==> config.mk <==
export PLATFORM = sky130hd
export DESIGN_NAME = numeric_literal_to_fixed16_core_flat
export DESIGN_NICKNAME = d
export VERILOG_FILES = /design/src/rtl/nl2fx_pkg.sv /design/src/rtl/nl2fx_if.sv /design/src/rtl/nl2fx_dp.sv /design/src/rtl/nl2fx_ctrl.sv /design/src/rtl/numeric_literal_to_fixed16_core.sv /design/src/flat_wrapper.sv
export VERILOG_INCLUDE_DIRS = /design/src /design/src/rtl
export SDC_FILE = /design/constraint.sdc
export NUM_CORES = 1
export LEC_CHECK = 0
export BUFFER_PORTS_ARGS = -buffer_cell sky130_fd_sc_hd__clkbuf_2
export CORE_MARGIN = 3
export CORE_UTILIZATION = 32
export CTS_CLUSTER_SIZE = 24
export DETAILED_ROUTE_END_ITERATION = 12
export GPL_TIMING_DRIVEN = 0
export PLACE_DENSITY_LB_ADDON = 0.2
export REMOVE_ABC_BUFFERS = 1
export SETUP_SLACK_MARGIN = 0.1
export SLEW_MARGIN = 20
export SYNTH_ARGS = -nofsm -noshare
export SYNTH_HDL_FRONTEND = slang
export SYNTH_HIERARCHICAL = 1
export SYNTH_SLANG_ARGS = --single-unit
==> constraint.sdc <==
create_clock -name clk -period 6.6 [get_ports clk]
set_input_delay 0.33 -clock clk [delete_from_list [all_inputs] [get_ports clk]]
set_output_delay 0.33 -clock clk [all_outputs]
set_load 0.005 [all_outputs]
==> src/rtl/numeric_literal_to_fixed16_core_defines.svh <==
// ----------------------------------------------------------------------------
// numeric literal parser assertion macros
// shared concurrent assertion forms, clocked on clk, disabled in reset
// ----------------------------------------------------------------------------
`ifndef NUMERIC_LITERAL_TO_FIXED16_CORE_DEFINES_SVH
`define NUMERIC_LITERAL_TO_FIXED16_CORE_DEFINES_SVH

// antecedent implies consequent in the same cycle
`define NL2FX_ASSERT_SAME(label, ante, cons) \
	label: assert property (@(posedge clk) disable iff (!arst_n) (ante) |-> (cons)) \
		else $error("nl2fx same-cycle check failed");

// antecedent implies consequent in the next cycle
`define NL2FX_ASSERT_NEXT(label, ante, cons) \
	label: assert property (@(posedge clk) disable iff (!arst_n) (ante) |=> (cons)) \
		else $error("nl2fx next-cycle check failed");

`endif

==> src/rtl/nl2fx_pkg.sv <==
// ----------------------------------------------------------------------------
// nl2fx_pkg
// types, character codes and constants shared by the literal parser
// ----------------------------------------------------------------------------
package nl2fx_pkg;

	// default count of fraction digits that contribute
	localparam int FRAC_DIGITS_DEF = 8;

	// quotient bits of the fraction rounding divide (16 bits plus carry)
	localparam int DIV_STEPS = 17;
	localparam int DIV_CNT_W = $clog2(DIV_STEPS + 1);

	// character codes
	localparam logic [7:0] CH_SPACE = 8'h20;
	localparam logic [7:0] CH_LF    = 8'h0a;
	localparam logic [7:0] CH_CR    = 8'h0d;
	localparam logic [7:0] CH_TAB   = 8'h09;
	localparam logic [7:0] CH_FF    = 8'h0c;
	localparam logic [7:0] CH_VT    = 8'h0b;
	localparam logic [7:0] CH_MINUS = 8'h2d;
	localparam logic [7:0] CH_DOT   = 8'h2e;
	localparam logic [7:0] CH_0     = 8'h30;
	localparam logic [7:0] CH_1     = 8'h31;
	localparam logic [7:0] CH_9     = 8'h39;
	localparam logic [7:0] CH_LC_A  = 8'h61;
	localparam logic [7:0] CH_LC_B  = 8'h62;
	localparam logic [7:0] CH_LC_F  = 8'h66;
	localparam logic [7:0] CH_LC_X  = 8'h78;
	// 'a' minus ten, maps a..f onto 10..15
	localparam logic [7:0] CH_HEX_OFS = 8'h57;

	// result kinds
	typedef enum logic [1:0] {
		KIND_NIL = 2'd0,
		KIND_INT = 2'd1,
		KIND_FIX = 2'd2
	} kind_t;

	// radix of the literal
	typedef enum logic [1:0] {
		RADIX_DEC = 2'd0,
		RADIX_HEX = 2'd1,
		RADIX_BIN = 2'd2
	} radix_t;

	// parse phase
	typedef enum logic [4:0] {
		PH_LEAD  = 5'b00001,
		PH_START = 5'b00010,
		PH_BODY  = 5'b00100,
		PH_TRAIL = 5'b01000,
		PH_ERROR = 5'b10000
	} phase_t;

	// controller to datapath commands
	typedef struct packed {
		logic step;       // a character word is taken
		logic load_now;   // load nil or integer result from the final word
		logic div_start;  // load the rounding divider from the final word
		logic div_step;   // one quotient bit
		logic load_div;   // load fixed-point result from the divider
	} nl2fx_cmd_t;

	// datapath to controller status
	typedef struct packed {
		logic needs_div;  // current word would finish a valid literal with a dot
	} nl2fx_sts_t;

endpackage

==> src/rtl/nl2fx_if.sv <==
// ----------------------------------------------------------------------------
// nl2fx interfaces
// valid/ready channels for character words and result words
// ----------------------------------------------------------------------------
interface nl2fx_in_if;
	logic       valid;
	logic       ready;
	logic [7:0] char_code;
	logic       last_char;

	modport source (output valid, output char_code, output last_char, input ready);
	modport sink (input valid, input char_code, input last_char, output ready);
endinterface

interface nl2fx_out_if;
	logic               valid;
	logic               ready;
	logic        [1:0]  kind;
	logic signed [15:0] int_value;
	logic signed [31:0] fixed_value;

	modport source (output valid, output kind, output int_value, output fixed_value,
		input ready);
	modport sink (input valid, input kind, input int_value, input fixed_value,
		output ready);
endinterface

==> src/rtl/nl2fx_dp.sv <==
// ----------------------------------------------------------------------------
// nl2fx_dp
// parse state registers, rounding divider and result register
// ----------------------------------------------------------------------------
module nl2fx_dp
	import nl2fx_pkg::*;
#(
	parameter int FRAC_DIGITS = FRAC_DIGITS_DEF
) (
	input  logic               clk,
	input  logic               arst_n,
	input  logic [7:0]         char_code,
	input  logic               last_char,
	input  nl2fx_cmd_t         cmd,
	output nl2fx_sts_t         sts,
	output logic [1:0]         kind,
	output logic signed [15:0] int_value,
	output logic signed [31:0] fixed_value
);

	localparam int NUM_W   = 4 * FRAC_DIGITS;
	localparam int SCALE_W = NUM_W + 1;
	localparam int CNT_W   = $clog2(FRAC_DIGITS + 1);
	localparam int REM_W   = NUM_W + 18;

	// parse state
	phase_t               phase_q, phase_n;
	logic                 neg_q, neg_n;
	radix_t               radix_q, radix_n;
	logic                 zero_q, zero_n;
	logic [15:0]          acc_q, acc_n;
	logic                 dot_q, dot_n;
	logic [NUM_W-1:0]     num_q, num_n;
	logic [SCALE_W-1:0]   scale_q, scale_n;
	logic [CNT_W-1:0]     fcnt_q, fcnt_n;

	// divider and result
	logic [REM_W-1:0]     rem_q, dsh_q;
	logic [DIV_STEPS-1:0] quo_q;
	logic                 neg_div_q;
	logic [15:0]          acc_div_q;
	kind_t                kind_q;
	logic [15:0]          int_q;
	logic [31:0]          fix_q;

	logic                 blank, do_body, at_start, dig_ok;
	logic [3:0]           dval;
	logic [18:0]          acc10;
	logic [NUM_W+2:0]     num10;
	logic [SCALE_W+2:0]   scale10;
	logic [REM_W:0]       diff;
	logic [31:0]          fix_raw;

	// whitespace class
	assign blank = (char_code == CH_SPACE) || (char_code == CH_LF) || (char_code == CH_CR) ||
		(char_code == CH_TAB) || (char_code == CH_FF) || (char_code == CH_VT);

	// digit value in the current radix
	always_comb begin
		dig_ok = 1'b0;
		dval   = 4'd0;
		if (radix_q == RADIX_BIN) begin
			dig_ok = (char_code == CH_0) || (char_code == CH_1);
			dval   = {3'b000, char_code[0]};
		end else if (char_code >= CH_0 && char_code <= CH_9) begin
			dig_ok = 1'b1;
			dval   = char_code[3:0];
		end else if (radix_q == RADIX_HEX && char_code >= CH_LC_A && char_code <= CH_LC_F) begin
			dig_ok = 1'b1;
			dval   = 4'(char_code - CH_HEX_OFS);
		end
	end

	// times ten as shift and add
	assign acc10   = {acc_q, 3'b000} + {2'b00, acc_q, 1'b0} + {15'd0, dval};
	assign num10   = {num_q, 3'b000} + {2'b00, num_q, 1'b0} + {{(NUM_W-1){1'b0}}, dval};
	assign scale10 = {scale_q, 3'b000} + {2'b00, scale_q, 1'b0};

	// next parse state for the current word
	always_comb begin
		phase_n  = phase_q;
		neg_n    = neg_q;
		radix_n  = radix_q;
		zero_n   = zero_q;
		acc_n    = acc_q;
		dot_n    = dot_q;
		num_n    = num_q;
		scale_n  = scale_q;
		fcnt_n   = fcnt_q;
		do_body  = 1'b0;
		at_start = 1'b0;
		unique case (phase_q)
			PH_LEAD: begin
				if (!blank) begin
					phase_n = PH_START;
					if (char_code == CH_MINUS) begin
						neg_n = 1'b1;
					end else begin
						do_body  = 1'b1;
						at_start = 1'b1;
					end
				end
			end
			PH_START, PH_BODY: begin
				if (blank) begin
					zero_n  = 1'b0;
					phase_n = PH_TRAIL;
				end else begin
					do_body  = 1'b1;
					at_start = (phase_q == PH_START);
				end
			end
			PH_TRAIL: begin
				if (!blank) phase_n = PH_ERROR;
			end
			default: begin
				phase_n = PH_ERROR;
			end
		endcase

		// non-blank character of the literal body
		if (do_body) begin
			zero_n  = 1'b0;
			phase_n = PH_BODY;
			if (zero_q && (char_code == CH_LC_X || char_code == CH_LC_B)) begin
				radix_n = (char_code == CH_LC_X) ? RADIX_HEX : RADIX_BIN;
			end else if (char_code == CH_DOT) begin
				if (dot_q) phase_n = PH_ERROR;
				else dot_n = 1'b1;
			end else if (!dig_ok) begin
				phase_n = PH_ERROR;
			end else if (!dot_q) begin
				unique case (radix_q)
					RADIX_HEX: acc_n = {acc_q[11:0], dval};
					RADIX_BIN: acc_n = {acc_q[14:0], dval[0]};
					default:   acc_n = acc10[15:0];
				endcase
				if (at_start && char_code == CH_0 && radix_q == RADIX_DEC) zero_n = 1'b1;
			end else if (fcnt_q < CNT_W'(FRAC_DIGITS)) begin
				unique case (radix_q)
					RADIX_HEX: begin
						num_n   = {num_q[NUM_W-5:0], dval};
						scale_n = {scale_q[SCALE_W-5:0], 4'b0000};
					end
					RADIX_BIN: begin
						num_n   = {num_q[NUM_W-2:0], dval[0]};
						scale_n = {scale_q[SCALE_W-2:0], 1'b0};
					end
					default: begin
						num_n   = num10[NUM_W-1:0];
						scale_n = scale10[SCALE_W-1:0];
					end
				endcase
				fcnt_n = fcnt_q + 1'b1;
			end
		end
	end

	assign sts.needs_div = (phase_n != PH_ERROR) && dot_n;

	// parse state, back to reset after the final word
	always_ff @(posedge clk or negedge arst_n) begin
		if (!arst_n) begin
			phase_q <= PH_LEAD;
			neg_q   <= 1'b0;
			radix_q <= RADIX_DEC;
			zero_q  <= 1'b0;
			acc_q   <= '0;
			dot_q   <= 1'b0;
			num_q   <= '0;
			scale_q <= SCALE_W'(1);
			fcnt_q  <= '0;
		end else if (cmd.step) begin
			if (last_char) begin
				phase_q <= PH_LEAD;
				neg_q   <= 1'b0;
				radix_q <= RADIX_DEC;
				zero_q  <= 1'b0;
				acc_q   <= '0;
				dot_q   <= 1'b0;
				num_q   <= '0;
				scale_q <= SCALE_W'(1);
				fcnt_q  <= '0;
			end else begin
				phase_q <= phase_n;
				neg_q   <= neg_n;
				radix_q <= radix_n;
				zero_q  <= zero_n;
				acc_q   <= acc_n;
				dot_q   <= dot_n;
				num_q   <= num_n;
				scale_q <= scale_n;
				fcnt_q  <= fcnt_n;
			end
		end
	end

	// restoring divide of (num * 2^17 + scale) by (2 * scale)
	assign diff = {1'b0, rem_q} - {1'b0, dsh_q};

	always_ff @(posedge clk) begin
		if (cmd.div_start) begin
			rem_q     <= REM_W'({num_n, 17'd0}) + REM_W'(scale_n);
			dsh_q     <= {scale_n, 17'd0};
			quo_q     <= '0;
			neg_div_q <= neg_n;
			acc_div_q <= acc_n;
		end else if (cmd.div_step) begin
			if (!diff[REM_W]) rem_q <= diff[REM_W-1:0];
			quo_q <= {quo_q[DIV_STEPS-2:0], !diff[REM_W]};
			dsh_q <= {1'b0, dsh_q[REM_W-1:1]};
		end
	end

	assign fix_raw = {acc_div_q, 16'd0} | {{(32-DIV_STEPS){1'b0}}, quo_q};

	// result word register
	always_ff @(posedge clk) begin
		if (cmd.load_now) begin
			fix_q <= '0;
			if (phase_n == PH_ERROR) begin
				kind_q <= KIND_NIL;
				int_q  <= '0;
			end else begin
				kind_q <= KIND_INT;
				int_q  <= neg_n ? 16'(16'd0 - acc_n) : acc_n;
			end
		end else if (cmd.load_div) begin
			kind_q <= KIND_FIX;
			int_q  <= '0;
			fix_q  <= neg_div_q ? 32'(32'd0 - fix_raw) : fix_raw;
		end
	end

	assign kind        = kind_q;
	assign int_value   = int_q;
	assign fixed_value = fix_q;

endmodule

==> src/rtl/nl2fx_ctrl.sv <==
// ----------------------------------------------------------------------------
// nl2fx_ctrl
// word acceptance, divider sequencing and result valid
// ----------------------------------------------------------------------------
`include "numeric_literal_to_fixed16_core_defines.svh"

module nl2fx_ctrl
	import nl2fx_pkg::*;
(
	input  logic       clk,
	input  logic       arst_n,
	input  logic       in_valid,
	input  logic       in_last,
	output logic       in_ready,
	input  logic       out_ready,
	output logic       out_valid,
	input  nl2fx_sts_t sts,
	output nl2fx_cmd_t cmd
);

	typedef enum logic [1:0] {
		ST_RUN = 2'b01,
		ST_DIV = 2'b10
	} ctrl_state_t;

	ctrl_state_t          state_q, state_d;
	logic [DIV_CNT_W-1:0] cnt_q, cnt_d;
	logic                 out_valid_q, out_valid_d;
	logic                 out_free, accept;

	// result slot free now or emptied this cycle
	assign out_free = !out_valid_q || out_ready;
	// outside a divide, a final word waits for the result slot, others flow on
	assign in_ready = (state_q == ST_RUN) && (!in_last || out_free);
	assign accept   = in_valid && in_ready;

	// sequencing
	always_comb begin
		state_d       = state_q;
		cnt_d         = cnt_q;
		cmd.step      = 1'b0;
		cmd.load_now  = 1'b0;
		cmd.div_start = 1'b0;
		cmd.div_step  = 1'b0;
		cmd.load_div  = 1'b0;
		unique case (state_q)
			ST_RUN: begin
				cmd.step = accept;
				if (accept && in_last) begin
					if (sts.needs_div) begin
						cmd.div_start = 1'b1;
						cnt_d         = DIV_CNT_W'(DIV_STEPS);
						state_d       = ST_DIV;
					end else begin
						cmd.load_now = 1'b1;
					end
				end
			end
			ST_DIV: begin
				if (cnt_q != '0) begin
					cmd.div_step = 1'b1;
					cnt_d        = cnt_q - 1'b1;
				end else if (out_free) begin
					cmd.load_div = 1'b1;
					state_d      = ST_RUN;
				end
			end
			default: begin
				state_d = ST_RUN;
			end
		endcase
	end

	// result valid
	assign out_valid_d = (cmd.load_now || cmd.load_div) ? 1'b1 : (out_valid_q && !out_ready);

	always_ff @(posedge clk or negedge arst_n) begin
		if (!arst_n) begin
			state_q     <= ST_RUN;
			cnt_q       <= '0;
			out_valid_q <= 1'b0;
		end else begin
			state_q     <= state_d;
			cnt_q       <= cnt_d;
			out_valid_q <= out_valid_d;
		end
	end

	assign out_valid = out_valid_q;

	// checks
	`NL2FX_ASSERT_SAME(a_no_accept_in_div, state_q == ST_DIV, !in_ready)
	`NL2FX_ASSERT_SAME(a_load_needs_slot, cmd.load_now || cmd.load_div, out_free)
	`NL2FX_ASSERT_NEXT(a_div_start_count, cmd.div_start,
		state_q == ST_DIV && cnt_q == DIV_CNT_W'(DIV_STEPS))
	`NL2FX_ASSERT_NEXT(a_div_count_down, state_q == ST_DIV && cnt_q != '0,
		cnt_q == DIV_CNT_W'($past(cnt_q) - 1'b1))

endmodule

==> src/rtl/numeric_literal_to_fixed16_core.sv <==
// ----------------------------------------------------------------------------
// numeric_literal_to_fixed16_core
// streaming numeric literal parser, integer or q16.16 result
// ----------------------------------------------------------------------------
// Takes a literal one character word per cycle, last_char on the final one,
// and gives one result word per literal: nil, a 16-bit integer, or a Q16.16
// value for literals with a dot. Leading and trailing whitespace, one leading
// minus, and 0x (lower-case hex) or 0b prefixes are handled. An integer or
// nil result is registered as the final character is taken and is valid in
// the cycle after. A fixed-point result passes through a restoring divider
// that rounds the fraction, one quotient bit per cycle, and is then loaded
// once the result register is free; no character is taken meanwhile.
// Characters keep flowing while a result waits to be taken; only a final
// character waits for the result register to free up.
module numeric_literal_to_fixed16_core
	import nl2fx_pkg::*;
#(
	parameter int FRAC_DIGITS = FRAC_DIGITS_DEF
) (
	input logic  clk,
	input logic  arst_n,
	nl2fx_in_if.sink    lit,
	nl2fx_out_if.source res
);

	nl2fx_cmd_t cmd;
	nl2fx_sts_t sts;
	logic       in_ready, out_valid;

	nl2fx_ctrl u_ctrl (
		.clk       (clk),
		.arst_n    (arst_n),
		.in_valid  (lit.valid),
		.in_last   (lit.last_char),
		.in_ready  (in_ready),
		.out_ready (res.ready),
		.out_valid (out_valid),
		.sts       (sts),
		.cmd       (cmd)
	);

	nl2fx_dp #(
		.FRAC_DIGITS (FRAC_DIGITS)
	) u_dp (
		.clk         (clk),
		.arst_n      (arst_n),
		.char_code   (lit.char_code),
		.last_char   (lit.last_char),
		.cmd         (cmd),
		.sts         (sts),
		.kind        (res.kind),
		.int_value   (res.int_value),
		.fixed_value (res.fixed_value)
	);

	assign lit.ready = in_ready;
	assign res.valid = out_valid;

endmodule

==> src/flat_wrapper.sv <==
// flat-port wrapper written by rule: the top's interface ports become plain ports
module numeric_literal_to_fixed16_core_flat import nl2fx_pkg::*;
#(
	parameter int FRAC_DIGITS = FRAC_DIGITS_DEF
)
  (clk, arst_n, lit_valid, lit_char_code, lit_last_char, lit_ready, res_valid, res_kind, res_int_value, res_fixed_value, res_ready);
  nl2fx_in_if lit_i ();
  nl2fx_out_if res_i ();
  input logic clk;
  input logic arst_n;
  input wire logic [$bits(lit_i.valid)-1:0] lit_valid;
  input wire logic [$bits(lit_i.char_code)-1:0] lit_char_code;
  input wire logic [$bits(lit_i.last_char)-1:0] lit_last_char;
  output wire logic [$bits(lit_i.ready)-1:0] lit_ready;
  output wire logic [$bits(res_i.valid)-1:0] res_valid;
  output wire logic [$bits(res_i.kind)-1:0] res_kind;
  output wire logic [$bits(res_i.int_value)-1:0] res_int_value;
  output wire logic [$bits(res_i.fixed_value)-1:0] res_fixed_value;
  input wire logic [$bits(res_i.ready)-1:0] res_ready;
  assign lit_i.valid = lit_valid;
  assign lit_i.char_code = lit_char_code;
  assign lit_i.last_char = lit_last_char;
  assign lit_ready = lit_i.ready;
  assign res_valid = res_i.valid;
  assign res_kind = res_i.kind;
  assign res_int_value = res_i.int_value;
  assign res_fixed_value = res_i.fixed_value;
  assign res_i.ready = res_ready;
  numeric_literal_to_fixed16_core #(.FRAC_DIGITS(FRAC_DIGITS)) u_core (.clk(clk), .arst_n(arst_n), .lit(lit_i), .res(res_i));
endmodule
==> After elaboration in Yosys (flattened, before gate mapping) <==
Cells that the tools add are included.
{ "word_totals": {"regBits": 287, "word_cells": 217, "output_inout_bits": 52, "input_bits": 13} }
{ "op_classes": {"bitwise": 1, "reduce_logical": 44, "mux": 104, "eq_ne": 30, "order_cmp": 5, "addsub": 12} }
{ "op_table": {"columns": ["operator", "n"], "rows": [
  ["two-way mux 32 bit", 8],
  ["two-way mux 50 bit", 5],
  ["two-way mux 33 bit", 7],
  ["two-way mux 16 bit", 10],
  ["case mux 33 bit (2 select lines)", 1],
  ["case mux 32 bit (2 select lines)", 1],
  ["two-way mux 5 bit", 12],
  ["subtractor 50 x 50 -> 51 bit", 1],
  ["adder 49 x 33 -> 50 bit", 1],
  ["equality test 8 x 4 -> 1 bit (second input constant)", 5],
  ["equality test 8 x 6 -> 1 bit (second input constant)", 5],
  ["two-way mux 4 bit", 10],
  ["adder 33 bit", 1],
  ["adder 32 bit", 1],
  ["adder 32 x 4 -> 32 bit", 1],
  ["OR 32 x 17 -> 32 bit", 1],
  ["case mux 16 bit (2 select lines)", 1],
  ["subtractor 1 x 32 -> 32 bit (first input constant)", 1],
  ["two-way mux 1 bit", 31],
  ["two-way mux 2 bit", 12],
  ["adder 16 bit", 1],
  ["adder 16 x 4 -> 16 bit", 1],
  ["equality test 8 x 7 -> 1 bit (second input constant)", 2],
  ["nonzero test 2 bit", 8],
  ["35 further kinds", 69]
]} }

==> Depth between registers and ports, before layout <==
{ "logic_depth": {"ltp_word": 17, "depth_mapped": 31, "depth_no_buf": 29} }

==> Cells and area by module <==
The synthesis kept the hierarchy.
{ "by_module_without_submodules": {"columns": ["module", "seq_area_each_um2", "cells_each", "instances", "area_each_um2"], "rows": [
  ["nl2fx_dp", 7244.4, 2604, 1, 22411.5],
  ["nl2fx_ctrl", 201.4, 42, 1, 450.4]
]} }

==> Worst setup path after synthesis <==
OpenSTA, ideal clock, no wires.
{ "synth_path": {"kind": "flip-flop to flip-flop", "from": "reg u_core.u_dp.rem_q[0]", "to": "reg u_core.u_dp.rem_q[0], enable pin", "synth_period_minus_slack_ps": 6917, "arrival_ps": 6390, "slack_ps": -317, "path_stages_with_launch": 15, "required_time_ps": 6073, "cell_sequence": "edfxtp_1 -> inv_1 -> ha_1 -> fa_1 -> nor2b_1 -> o21ai_0 -> a21oi_1 -> o41ai_1 -> a2111oi_0 -> o31ai_1 -> a31oi_1 -> o211ai_1 -> o31ai_1 -> a21oi_1 -> o21ai_0"} }
{ "synth_between": {"elab_chain_len": 3} }
{ "synth_lines": {"columns": ["item", "line", "rtl"], "rows": [
  ["start, declared", "nl2fx_dp.sv:38", "logic [REM_W-1:0] rem_q, dsh_q;"],
  ["start signal, assigned", "nl2fx_dp.sv:203", "rem_q <= REM_W'({num_n, 17'd0}) + REM_W'(scale_n);"],
  ["start signal, assigned", "nl2fx_dp.sv:209", "if (!diff[REM_W]) rem_q <= diff[REM_W-1:0];"],
  ["subtractor 50 x 50 -> 51 bit", "nl2fx_dp.sv:199", "assign diff = {1'b0, rem_q} - {1'b0, dsh_q};"],
  ["!= test 2 x 1 -> 1 bit (no line)", null, null],
  ["AND reduction 2 bit (no line)", null, null]
]} }
Every way passes these cells.
A chain may end at the register's enable or synchronous reset.

==> Worst setup path after layout <==
{ "layout_path": {"from": "reg u_core.u_dp.radix_q[0]", "to": "reg u_core.u_dp.rem_q[38], data pin"} }
{ "layout_between": {"elab_chain_len": 16} }
{ "layout_lines": {"columns": ["item", "line", "rtl"], "rows": [
  ["start, declared", "nl2fx_dp.sv:29", "radix_t radix_q, radix_n;"],
  ["start signal, assigned", "nl2fx_dp.sv:187", "radix_q <= radix_n;"],
  ["equality test 2 x 1 -> 1 bit", "nl2fx_dp.sv:68, nl2fx_dp.sv:140", null],
  ["logical AND 1 bit (2 in a row)", "nl2fx_dp.sv:68", "end else if (radix_q == RADIX_HEX && char_code >= CH_LC_A && char_code <= CH_LC_F) begin"],
  ["two-way mux 4 bit or two-way mux 1 bit (tied branches)", "nl2fx_dp.sv:68", null],
  ["two-way mux 4 bit or two-way mux 1 bit (tied branches)", "nl2fx_dp.sv:65", "end else if (char_code >= CH_0 && char_code <= CH_9) begin"],
  ["two-way mux 4 bit or two-way mux 1 bit (tied branches)", "nl2fx_dp.sv:62", "if (radix_q == RADIX_BIN) begin"],
  ["adder 32 x 4 -> 32 bit or two-way mux 5 bit (tied branches)", "nl2fx_dp.sv:76, nl2fx_dp.sv:130", null],
  ["case mux 32 bit (2 select lines) or two-way mux 5 bit (tied branches)", "nl2fx_dp.sv:140, nl2fx_dp.sv:127", null],
  ["two-way mux 32 bit or two-way mux 5 bit (tied branches)", "nl2fx_dp.sv:139, nl2fx_dp.sv:125", null],
  ["two-way mux 32 bit or two-way mux 5 bit (tied branches)", "nl2fx_dp.sv:132, nl2fx_dp.sv:122", null],
  ["two-way mux 32 bit or != test 5 bit (tied branches)", "nl2fx_dp.sv:130, nl2fx_dp.sv:159", null],
  ["two-way mux 32 bit or logical AND 1 bit (tied branches)", "nl2fx_dp.sv:127, nl2fx_dp.sv:159", null],
  ["two-way mux 32 bit or two-way mux 1 bit (tied branches)", "nl2fx_dp.sv:125, nl2fx_ctrl.sv:50", null],
  ["two-way mux 32 bit or two-way mux 2 bit (tied branches)", "nl2fx_dp.sv:122, nl2fx_ctrl.sv:49", null],
  ["adder 49 x 33 -> 50 bit or two-way mux 3 bit (tied branches)", "nl2fx_dp.sv:203, nl2fx_ctrl.sv:46", null],
  ["two-way mux 50 bit (*)", "nl2fx_dp.sv:202", "if (cmd.div_start) begin"]
]} }
Every way passes the cells marked *; elsewhere a longest branch is shown, timed or not.

==> impl_metrics.prom <==
# TYPE chip_impl_metric gauge
chip_impl_info{name="status",value="complete, no violations"} 1
chip_impl_metric{name="number_of_synthesized_flops_with_an_enable_pin",unit=""} 118
chip_impl_metric{name="multi_input_comb_area",unit="sq mm"} 0.0147
chip_impl_metric{name="final-setup-viol-count",unit=""} 0
chip_impl_metric{name="max_freq",unit="MHz"} 162
chip_impl_metric{name="finalWorstSetupSlack",unit="ns"} 0.439
chip_impl_metric{name="via_count_of_the_first_global_routing_pass",unit=""} 19787
chip_impl_metric{name="maxSlewViolCount",unit=""} 0
chip_impl_metric{name="timing.final.hold_violations",unit=""} 0
chip_impl_info{name="critical_path.endpoint_type",value="register"} 1
chip_impl_metric{name="cts_buffers",unit=""} 37
chip_impl_metric{name="antenna_found_initial",unit=""} 0
chip_impl_metric{name="clk_latency",unit="ns"} 0.57
chip_impl_metric{name="start_util",unit="%"} 32.5
chip_impl_metric{name="final_worst_hold_slack",unit="ns"} 0.190
chip_impl_info{name="critical_path_class",value="reg -> reg"} 1
chip_impl_info{name="holdCritPathClass",value="in -> reg"} 1
chip_impl_info{name="critPathMostFrequentCell",value="inv_1"} 1
chip_impl_metric{name="final_core_util",unit="%"} 37.2
chip_impl_metric{name="reg2regPathDepth",unit=""} 29
chip_impl_metric{name="dp_hpwl",unit="um"} 49000
chip_impl_metric{name="grt_max_degree",unit=""} 77
chip_impl_metric{name="final_net_count",unit=""} 2882
chip_impl_metric{name="clock_power_share",unit="%"} 47.6
chip_impl_metric{name="chipHeight",unit="um"} 273
chip_impl_metric{name="rrSetupSlack",unit="ns"} 0.44
chip_impl_metric{name="wl_per_cell",unit="um"} 18.9
chip_impl_metric{name="register_area",unit="sq mm"} 0.00745
chip_impl_metric{name="drcViolationCount",unit=""} 0
chip_impl_metric{name="grt_first_pass_wirelength",unit="um"} 108000
chip_impl_metric{name="std_cell_rows",unit=""} 97
chip_impl_metric{name="synth.ff_latch_count",unit=""} 287
chip_impl_metric{name="drt_first_iter_violations",unit=""} 1735
chip_impl_metric{name="worst_slew_slack_as_a_fraction_of_its_limit",unit="%"} 27.7
chip_impl_metric{name="cts.sinks",unit=""} 287
chip_impl_metric{name="yosys_warning_count",unit=""} 6
chip_impl_metric{name="dp_worst_setup_slack",unit="ns"} -0.808
chip_impl_metric{name="power_report.internal_total",unit="mW"} 3.32
chip_impl_metric{name="routabilityCongestion",unit=""} 0.874
chip_impl_metric{name="detail_route.vias_per_cell",unit=""} 5.61
chip_impl_metric{name="post_synth_instance_area",unit="sq mm"} 0.0229
chip_impl_metric{name="portBuffers",unit=""} 64
chip_impl_info{name="cts_tree",value="built"} 1
chip_impl_metric{name="synth.yosys.seq_area_share",unit="%"} 32.6
chip_impl_info{name="worstHoldStart",value="res_ready"} 1
chip_impl_info{name="most-common-layout-cells",value="228 x nor2_1, 225 x nand2_1, 189 x a21oi_1"} 1
chip_impl_metric{name="clk_pin_slew",unit="ns"} 0.06
chip_impl_metric{name="synth_async_sr_flop_share",unit="%"} 35.9
chip_impl_metric{name="num_antenna_cells",unit=""} 0
chip_impl_metric{name="syn_inst",unit=""} 2646
chip_impl_info{name="synth_ff_type",value="edfxtp_1"} 1
chip_impl_info{name="mostFrequentLayoutCell",value="nor2_1"} 1
chip_impl_metric{name="min_delay_path_depth",unit=""} 4
chip_impl_info{name="min_to",value="u_core/u_ctrl/out_valid$_DFF_PN0_"} 1
chip_impl_metric{name="worst-endpoint-arrival",unit="ns"} 6.45
chip_impl_info{name="clockRootBuffer",value="clkbuf_16"} 1
chip_impl_metric{name="core_area",unit="sq mm"} 0.0704
chip_impl_metric{name="netlist-cell-type-count",unit=""} 93
chip_impl_metric{name="cts_htree_levels",unit=""} 2
chip_impl_metric{name="grt_overflow",unit=""} 0
chip_impl_metric{name="antenna_left",unit=""} 0
chip_impl_metric{name="post_synth.cell_area_avg",unit="sq um"} 8.64
chip_impl_metric{name="worstPathRequired",unit="ns"} 6.89
chip_impl_metric{name="period_utilisation_layout",unit="%"} 93.3
chip_impl_metric{name="power.sequential.fraction",unit="%"} 43.1
chip_impl_metric{name="ir_drop",unit="mV"} 0.191
chip_impl_metric{name="drive_gt1_share",unit="%"} 11.0
chip_impl_info{name="grt_setup_unrepaired",value="false"} 1
chip_impl_metric{name="routed_wirelength",unit="um"} 68700
chip_impl_metric{name="p_per_area",unit="mW/mm^2"} 171
chip_impl_metric{name="cap_violations",unit=""} 0
chip_impl_metric{name="fin_skew",unit="ns"} 0.0261
chip_impl_metric{name="design_power_total",unit="mW"} 4.48
chip_impl_metric{name="comb_power_share",unit="%"} 9.3
chip_impl_info{name="reg2reg_to",value="u_core/u_dp/rem_q[38]$_DFFE_PP_"} 1
chip_impl_metric{name="finalWorstPathRequiredPeriod",unit="ns"} 6.16
chip_impl_metric{name="drt_pass1_iterations",unit=""} 5
chip_impl_metric{name="grt.total_usage",unit="%"} 17.8
chip_impl_metric{name="via_count",unit=""} 20410
chip_impl_metric{name="die-width",unit="um"} 273
chip_impl_metric{name="num-fill-cells",unit=""} 7171
chip_impl_metric{name="cp_max_fo",unit=""} 44
chip_impl_metric{name="clk_path_buf_depth",unit=""} 3
chip_impl_metric{name="io_pins",unit=""} 65
chip_impl_metric{name="die_area",unit="sq mm"} 0.0747
chip_impl_info{name="crit_path_top_delay_cell",value="dfrtp_1"} 1
chip_impl_metric{name="flow.area_growth_from_synthesis",unit="%"} 14.6
chip_impl_metric{name="max_stage_delay",unit="ns"} 0.37
chip_impl_metric{name="swShare",unit="%"} 25.9
chip_impl_info{name="critical_path.startpoint_type",value="register"} 1
chip_impl_info{name="critical_path.reg2reg.startpoint",value="u_core/u_dp/radix_q[0]$_DFFE_PN0P_"} 1
chip_impl_metric{name="p_leak",unit="nW"} 11.1
chip_impl_metric{name="netSwitchingPower",unit="mW"} 1.16
chip_impl_metric{name="worst-slew-pin-transition",unit="ns"} 1.08
## cells by family after synthesis
group	Yosys count	synth area share [%]
flip-flops	287	32.6
XOR/XNOR	148	5.67
multiplexers	83	3.69
adder cells (fa/ha/maj)	198	11.1
buffers and inverters	287	4.76
AND/OR/NAND/NOR	763	16.1
AO/OA/AOI/OAI	880	26.1
## cell type report
| class | count | area share [%] |
|---|---|---|
| Clock inverter | 12 | 0.640 |
| Clock buffer | 56 | 4.24 |
| Multi-Input combinational cell | 2074 | 56.0 |
| Timing Repair Buffer | 125 | 4.15 |
| Sequential cell | 287 | 28.4 |
| Inverter | 146 | 2.11 |
| Tap cell | 940 | 4.49 |
## critical path: cells and delay by family (launching register included)
kind | cells | cell delay [ns]
xor+xnor | 2 | 0.40
flops | 1 | 0.37
buf+inv | 6 | 0.90
mux | 1 | 0.12
compound gates | 10 | 2.22
simple gates | 5 | 0.68
fa+ha+maj | 5 | 1.20
## cell usage after synthesis, drive strengths merged (66+ instances only)
library cell	count	area, sq um
a21o	67	503
a21oi	192	965
clkbuf	118	443
dfrtp	100	2500
dfxtp	66	1320
edfxtp	118	3540
ha	191	2390
inv	146	548
mux2i	72	721
nand2	227	852
nor2	231	870
o21ai	174	871
xnor2	79	692
xor2	69	604
## metal layers
layer | routed length, um | share of wire (%) | GRT usage [%]
met5 | 0 | 0 | 0
met4 | 1640 | 2.4 | 5.20
met1 | 32100 | 47 | 23.9
met2 | 32000 | 47 | 29.8
met3 | 3000 | 4.4 | 2.09
## registers in the layout (all words and copies together) (netlist names), 2 cells and up
| register | cells |
|---|---|
| u_core/u_dp/num_q | 32 |
| u_core/u_dp/scale_q | 33 |
| u_core/u_ctrl/cnt_q | 5 |
| u_core/u_dp/dsh_q | 50 |
| u_core/u_dp/kind | 2 |
| u_core/u_dp/acc_q | 16 |
| u_core/u_dp/quo_q | 17 |
| u_core/u_ctrl/state_q | 2 |
| u_core/u_dp/acc_div_q | 16 |
| u_core/u_dp/radix_q | 2 |
| u_core/u_dp/phase_q | 5 |
| u_core/u_dp/rem_q | 50 |
| u_core/u_dp/int_value | 16 |
| u_core/u_dp/fcnt_q | 4 |
| u_core/u_dp/fixed_value | 32 |
## per-stage QoR
step                instance area [sq um]  setup TNS [ns]  std cells
global route                        26200               0       3640
detailed placement                  24600           -9.86       3554
floorplan                           22300         -595.18       2505
CTS                                 26000               0       3630
global placement                    23800        -2233.91       3509
finish                              26200               0       3640
## power by group through the flow
stage	combinational [mW]	sequential, mW	clock (mW)
finish	0.415	1.93	2.14
global route	0.459	1.94	2.28
CTS	0.399	1.93	2.21
detailed placement	0.395	1.97	0
global placement	0.372	1.97	0
floorplan	0.267	1.95	0
## worst max-delay path by stage
stage                                        from                              end  cells past startpoint
4_1_cts        u_core/u_dp/phase_q[0]$_DFFE_PN1P_  u_core/u_dp/rem_q[37]$_DFFE_PP_                     20
2_1_floorplan  u_core/u_dp/radix_q[1]$_DFFE_PN0P_   u_core/u_dp/rem_q[0]$_DFFE_PP_                     12
3_5_place_dp                     lit_char_code[1]  u_core/u_dp/rem_q[47]$_DFFE_PP_                     28
3_3_place_gp   u_core/u_dp/radix_q[1]$_DFFE_PN0P_   u_core/u_dp/rem_q[7]$_DFFE_PP_                     12
6_report       u_core/u_dp/radix_q[0]$_DFFE_PN0P_  u_core/u_dp/rem_q[38]$_DFFE_PP_                     29
5_1_grt        u_core/u_dp/radix_q[1]$_DFFE_PN0P_  u_core/u_dp/rem_q[38]$_DFFE_PP_                     29
## timing repair
| action | CTS | global route |
|---|---|---|
| gates resized for setup | 20 | 29 |
| setup endpoints to repair | 19 | 17 |
| pin swaps | 5 | 7 |
| hold buffers | 1 | 0 |
| buffers inserted | 7 | 8 |
| cloned | 0 | 2 |
| hold endpoints to repair | 41 | 0 |
No activity file was read; power rests on OpenSTA's default activity.
